==> src/bounded_fifo_search_remove_defines.svh <==
// ----------------------------------------------------------------------------
// Assertion macros for the bounded FIFO with search and remove
// Shared concurrent checks, clocked on clk and disabled during rst.
// ----------------------------------------------------------------------------
`ifndef BOUNDED_FIFO_SEARCH_REMOVE_DEFINES_SVH
`define BOUNDED_FIFO_SEARCH_REMOVE_DEFINES_SVH

// Same-cycle implication.
`define BFSR_ASSERT_IMPL(lbl, ante, cons, msg) \
  lbl: assert property (@(posedge clk) disable iff (rst) (ante) |-> (cons)) else $error(msg);

// Next-cycle implication.
`define BFSR_ASSERT_NEXT(lbl, ante, cons, msg) \
  lbl: assert property (@(posedge clk) disable iff (rst) (ante) |=> (cons)) else $error(msg);

`endif

==> src/bfsr_pkg.sv <==
// ----------------------------------------------------------------------------
// bfsr_pkg
// Types and constants shared by the queue controller, datapath and top level.
// ----------------------------------------------------------------------------
package bfsr_pkg;

  localparam int DEPTH  = 64;
  localparam int ADDR_W = 6;
  localparam int CNT_W  = 7;
  localparam int CMD_W  = 2;
  localparam int ST_W   = 2;
  localparam int VAL_W  = 31;
  localparam int SEC_W  = 32;
  localparam int MIC_W  = 20;

  typedef enum logic [CMD_W-1:0] {
    CMD_ENQ    = 2'd0,
    CMD_DEQ    = 2'd1,
    CMD_FIND   = 2'd2,
    CMD_REMOVE = 2'd3
  } cmd_code_t;

  typedef enum logic [ST_W-1:0] {
    ST_OK    = 2'd0,
    ST_EMPTY = 2'd1,
    ST_FULL  = 2'd2,
    ST_MISS  = 2'd3
  } status_t;

  typedef struct packed {
    logic [VAL_W-1:0] value;
    logic [SEC_W-1:0] seconds;
    logic [MIC_W-1:0] micros;
  } entry_t;

  // Controller -> datapath
  typedef struct packed {
    logic    capture_in;
    logic    res_clr;
    logic    res_status_wr;
    status_t res_status;
    logic    wr_enq;
    logic    wr_shift;
    logic    rd_idx;
    logic    rd_head;
    logic    idx_clr;
    logic    idx_pos;
    logic    cnt_inc;
    logic    cnt_dec;
    logic    head_inc;
    logic    val_cap;
    logic    found_cap;
    logic    out_load;
  } ctrl_cmd_t;

  // Datapath -> controller
  typedef struct packed {
    cmd_code_t cmd;
    logic      empty;
    logic      full;
    logic      pos_bad;
    logic      idx_more;
    logic      match;
  } dp_stat_t;

endpackage

==> src/bfsr_ctrl.sv <==
// ----------------------------------------------------------------------------
// bfsr_ctrl
// Command sequencer: dispatches each request and steps the entry memory.
// ----------------------------------------------------------------------------
module bfsr_ctrl (
  input  logic                 clk,
  input  logic                 rst,
  input  logic                 in_valid,
  output logic                 in_ready,
  output logic                 out_valid,
  input  logic                 out_ready,
  input  bfsr_pkg::dp_stat_t   stat,
  output bfsr_pkg::ctrl_cmd_t  cmd
);
  import bfsr_pkg::*;

  typedef enum logic [3:0] {
    S_IDLE,
    S_DISPATCH,
    S_DEQ_RD,
    S_DEQ_CAP,
    S_FIND_RUN,
    S_RM_RD,
    S_RM_FIRST,
    S_RM_SHIFT,
    S_HEAD_RD,
    S_HEAD_CAP
  } state_t;

  state_t state, state_next;
  logic   pend, pend_next;

  assign in_ready = (state == S_IDLE);

  always_comb begin
    cmd        = '0;
    cmd.res_status = ST_OK;
    state_next = state;
    pend_next  = pend;
    case (state)
      S_IDLE: begin
        if (in_valid) begin
          cmd.capture_in = 1'b1;
          state_next     = S_DISPATCH;
        end
      end
      S_DISPATCH: begin
        cmd.res_clr = 1'b1;
        state_next  = S_HEAD_RD;
        if (stat.cmd == CMD_ENQ) begin
          if (stat.full) begin
            cmd.res_status_wr = 1'b1;
            cmd.res_status    = ST_FULL;
          end else begin
            cmd.wr_enq  = 1'b1;
            cmd.cnt_inc = 1'b1;
          end
        end else if (stat.empty) begin
          cmd.res_status_wr = 1'b1;
          cmd.res_status    = ST_EMPTY;
        end else begin
          case (stat.cmd)
            CMD_DEQ: state_next = S_DEQ_RD;
            CMD_FIND: begin
              cmd.idx_clr = 1'b1;
              pend_next   = 1'b0;
              state_next  = S_FIND_RUN;
            end
            CMD_REMOVE: begin
              if (stat.pos_bad) begin
                cmd.res_status_wr = 1'b1;
                cmd.res_status    = ST_MISS;
              end else begin
                cmd.idx_pos = 1'b1;
                state_next  = S_RM_RD;
              end
            end
            default: state_next = S_HEAD_RD;
          endcase
        end
      end
      S_DEQ_RD: begin
        cmd.rd_head = 1'b1;
        state_next  = S_DEQ_CAP;
      end
      S_DEQ_CAP: begin
        cmd.val_cap  = 1'b1;
        cmd.head_inc = 1'b1;
        cmd.cnt_dec  = 1'b1;
        state_next   = S_HEAD_RD;
      end
      S_FIND_RUN: begin
        // compare the entry read last cycle while the next read goes out
        if (pend && stat.match) begin
          cmd.found_cap = 1'b1;
          state_next    = S_HEAD_RD;
        end else if (stat.idx_more) begin
          cmd.rd_idx = 1'b1;
          pend_next  = 1'b1;
        end else begin
          cmd.res_status_wr = 1'b1;
          cmd.res_status    = ST_MISS;
          state_next        = S_HEAD_RD;
        end
      end
      S_RM_RD: begin
        cmd.rd_idx = 1'b1;
        state_next = S_RM_FIRST;
      end
      S_RM_FIRST: begin
        cmd.val_cap = 1'b1;
        if (stat.idx_more) begin
          cmd.rd_idx = 1'b1;
          state_next = S_RM_SHIFT;
        end else begin
          cmd.cnt_dec = 1'b1;
          state_next  = S_HEAD_RD;
        end
      end
      S_RM_SHIFT: begin
        // write back the entry read last cycle one place toward the head
        cmd.wr_shift = 1'b1;
        if (stat.idx_more) begin
          cmd.rd_idx = 1'b1;
        end else begin
          cmd.cnt_dec = 1'b1;
          state_next  = S_HEAD_RD;
        end
      end
      S_HEAD_RD: begin
        cmd.rd_head = 1'b1;
        state_next  = S_HEAD_CAP;
      end
      S_HEAD_CAP: begin
        // hold until the output register is free
        if (!out_valid || out_ready) begin
          cmd.out_load = 1'b1;
          state_next   = S_IDLE;
        end
      end
      default: state_next = S_IDLE;
    endcase
  end

  always_ff @(posedge clk) begin
    if (rst) begin
      state     <= S_IDLE;
      pend      <= 1'b0;
      out_valid <= 1'b0;
    end else begin
      state <= state_next;
      pend  <= pend_next;
      if (cmd.out_load) begin
        out_valid <= 1'b1;
      end else if (out_ready) begin
        out_valid <= 1'b0;
      end
    end
  end

endmodule

==> config.mk <==
export PLATFORM = sky130hd
export DESIGN_NAME = bfsr_ctrl
export DESIGN_NICKNAME = d
export VERILOG_FILES = /design/src/bounded_fifo_search_remove_defines.svh /design/src/bfsr_pkg.sv /design/src/bfsr_ctrl.sv
export SDC_FILE = /design/constraint.sdc
export NUM_CORES = 1
export LEC_CHECK = 0
export BUFFER_PORTS_ARGS = -buffer_cell sky130_fd_sc_hd__buf_2
export CORE_AREA = 3 3 40 42
export CTS_CLUSTER_DIAMETER = 100
export DETAILED_ROUTE_END_ITERATION = 10
export DIE_AREA = 0 0 43 45
export PLACE_DENSITY_LB_ADDON = 0.15
export RECOVER_POWER = 50
export SETUP_SLACK_MARGIN = 0.1
export SYNTH_ARGS = -nofsm -noshare
export SYNTH_HDL_FRONTEND = slang
export SYNTH_SLANG_ARGS = --single-unit
==> constraint.sdc <==
create_clock -name clk -period 4.09 [get_ports clk]
set_input_delay 0.409 -clock clk [delete_from_list [all_inputs] [get_ports clk]]
set_output_delay 0.409 -clock clk [all_outputs]
set_load 0.02 [all_outputs]
==> qor.csv <==
stage,metric,value,unit
global_route,grt_pass1_wl,2280,µm
critical_path,startpoint,state[1]$_SDFFE_PP0P_,
sta,setup_viol,0,
cells_and_area,final_cell_mix,"23 x buf_2, 13 x a21oi_1, 9 x nor2_1",
synth,synth_cells,84,
critical_path,cp.required,3.68,ns
cts,cts_tree,done,
synth,synth_flop_cell,dfxtp_1,
synth,async_reset_ff_frac,0,
placed_design,routabilityCongestion,0.712,
hold_path,whs_path_depth,2,
job,max-cap-violations,0,
sta,timing.fmax,438,MHz
critical_path,crit_buf_inv,2,
cts,ctsHtreeMaxLevel,1,
pwr,p_per_area,600,nW/µm²
sta,finalHoldViolations,0,
placed_design,post_dp_cell_area,711,µm²
detailed_routing,ant_nets,0,
cts,clock_sinks,6,
synth,synth.ff_latch_count,6,
global_route,overflow,0,
critical_path,r2r_slack,2.36,ns
sta,clock-skew-final,0.00541,ns
detailed_routing,wirelength,1390,µm
cts,cts_resized,0,
detailed_routing,wl_per_cell,11.1,µm
sta,fin_ws,1.81,ns
global_route,grt_max_degree,16,
synth,ys_types,34,
critical_path,crit_chain,"or4b_1, clkinvlp_2, nand3b_4, nor2_1, buf_2",
sta,rsz0062_at_grt,false,
cells_and_area,post-route-util,0.560,
detailed_routing,dr.pass1.iters,4,
cts,clkSlewWorstSetupHoldPaths,0.05,ns
placed_design,dp_slack,2.21,ns
die,die-area,1940,µm²
pwr,power_leakage,0.319,nW
critical_path,crit_slowest_cell,or4b_1,
cells_and_area,final_area,719,µm²
synth,yosysWarnings,0,
cells_and_area,drive_gt1_frac,0.273,
global_route,grt.total_usage,0.151,
sta,setup_tns,0,ns
run_status,status,finished clean,
critical_path,r2r-end,pend$_SDFFE_PP0P_,
synth,synth_fp_nets,95,
cells_and_area,num_antenna_cells,0,
detailed_routing,drt-initial-drc-count,7,
global_route,antenna_found_initial,0,
detailed_routing,detail_route.vias_per_cell,5.34,
cts,cts_setup_buffers,0,
detailed_routing,vias,668,
die,rows,13,
die,coreArea,1280,µm²
die,io_pins,30,
sta,max-slew-margin-rel,0.739,
pwr,ir_drop,0.209,mV
critical_path,crit_family,simple AND/OR/NAND/NOR gates,
synth,syn_area,581,µm²
sta,period_needed,2.28,ns
cts,ctsHoldBuffers,0,
hold_path,min_path_type,in2reg,
hold_path,hp-start,rst,
critical_path,slowest_delay,0.66,ns
synth,synth_edf_count,0,
cts,cts-buffers-inserted,3,
synth,avgSynthCellArea,6.91,µm²
critical_path,path_class,reg2out,
synth,seq_area_frac_synth,0.207,
critical_path,worst-r2r-cell-count,5,
detailed_routing,drc,0,
die,start_util,0.452,
cells_and_area,n_fill_cell,141,
sta,final_max_slew_viol_count,0,
cells_and_area,syn_to_final_growth,23.9,%
hold_path,min_to,state[0]$_SDFFE_PP0P_,
die,die_w,43,µm
critical_path,r2r_start,state[1]$_SDFFE_PP0P_,
cts,root_buffer,clkbuf_4,
global_route,grt_pass1_vias,528,
placed_design,post-dp-hpwl,1120,µm
placed_design,io_buffers,29,
critical_path,critPathCaptureType,output port,
cells_and_area,final_common_cell,buf_2,
cells_and_area,nets,123,
sta,timing.final.crit_share,0.558,
pwr,fin_total_pwr,0.000431,W
cts,cts_buffer_depth,2,
critical_path,cp_max_fo,15,
critical_path,worst_setup_path_start_kind,register,
sta,worst_pin_slew,0.391,ns
cts,worstSkewPairLatency,0.24,ns
die,die_h,45,µm
critical_path,cp.arrival,1.87,ns
worst max-delay path by stage:
| stage | endpoint | cells past startpoint |
|---|---|---|
| 4_1_cts | cmd[7] | 5 |
| 5_1_grt | cmd[7] | 5 |
| 3_5_place_dp | cmd[7] | 5 |
| 2_1_floorplan | cmd[11] | 4 |
| 3_3_place_gp | cmd[7] | 5 |
| 6_report | cmd[7] | 5 |
power breakdown:
| part | internal [W] | switching [W] |
|---|---|---|
| sequential | 0.0000752 | 0.0000404 |
| clock | 0.0000331 | 0.0000197 |
| combinational | 0.000101 | 0.000162 |
| total | 0.000209 | 0.000222 |
cell families (layout without fill, tap and decap cells):
family                 after synthesis  after routing  share of synthesized area
AOI/OAI and AO/OA                   28             28                      0.282
buffers and inverters                8             34                     0.0733
DFF                                  6              6                      0.207
and+or+nand+nor                     42             42                      0.438
synth_stat cells, drive strengths merged (2+ instances only):
cell,number,area [µm²]
nor3,3,15.0
nand3b,2,27.5
nor2b,2,12.5
a211oi,2,15.0
dfxtp,6,120
nand2,5,18.8
buf,2,18.8
or2b,2,15.0
a21oi,14,73.8
nand3,3,15.0
clkbuf,4,15.0
or3,2,12.5
o21ai,8,40.0
nand2b,6,37.5
or2,2,12.5
nor2,9,36.3
sequential cells by signal (all words and copies together), names as in the netlist:
signal,count
out_valid,1
pend,1
state,4
layer usage:
| layer | vias up | share of wire | GRT usage |
|---|---|---|---|
| met1 | 297 | 0.48 | 0.202 |
| met3 | 0 | 0.051 | 0.0478 |
| met5 | - | 0 | 0 |
| met2 | 17 | 0.47 | 0.249 |
| li1 | 354 | - | - |
| met4 | 0 | 0 | 0.0181 |
layout make-up:
| cell class | count | area, µm² | share of cell area |
|---|---|---|---|
| repair buffers | 29 | 138 | 0.191 |
| well taps | 15 | 18.8 | 0.0261 |
| multi-input cells | 70 | 412 | 0.572 |
| flip-flops and latches | 6 | 120 | 0.167 |
| clock buffers | 3 | 22.5 | 0.0313 |
| inverters | 2 | 8.76 | 0.0122 |
worst register-to-register path: stages, from the launching register on:
cell        delay, ns
dfxtp_1          0.42
or4b_1           0.67
clkinvlp_2       0.21
nand3b_4         0.10
o21ai_0          0.14
a21oi_1          0.08
per-stage QoR:
stage               std cells  hold WS (ns)
floorplan                  84         0.453
global placement          122         0.487
detailed placement        122         0.482
CTS                       125         0.399
global route              125         0.411
finish                    125         0.405
No activity file was read; power rests on OpenSTA's default activity.
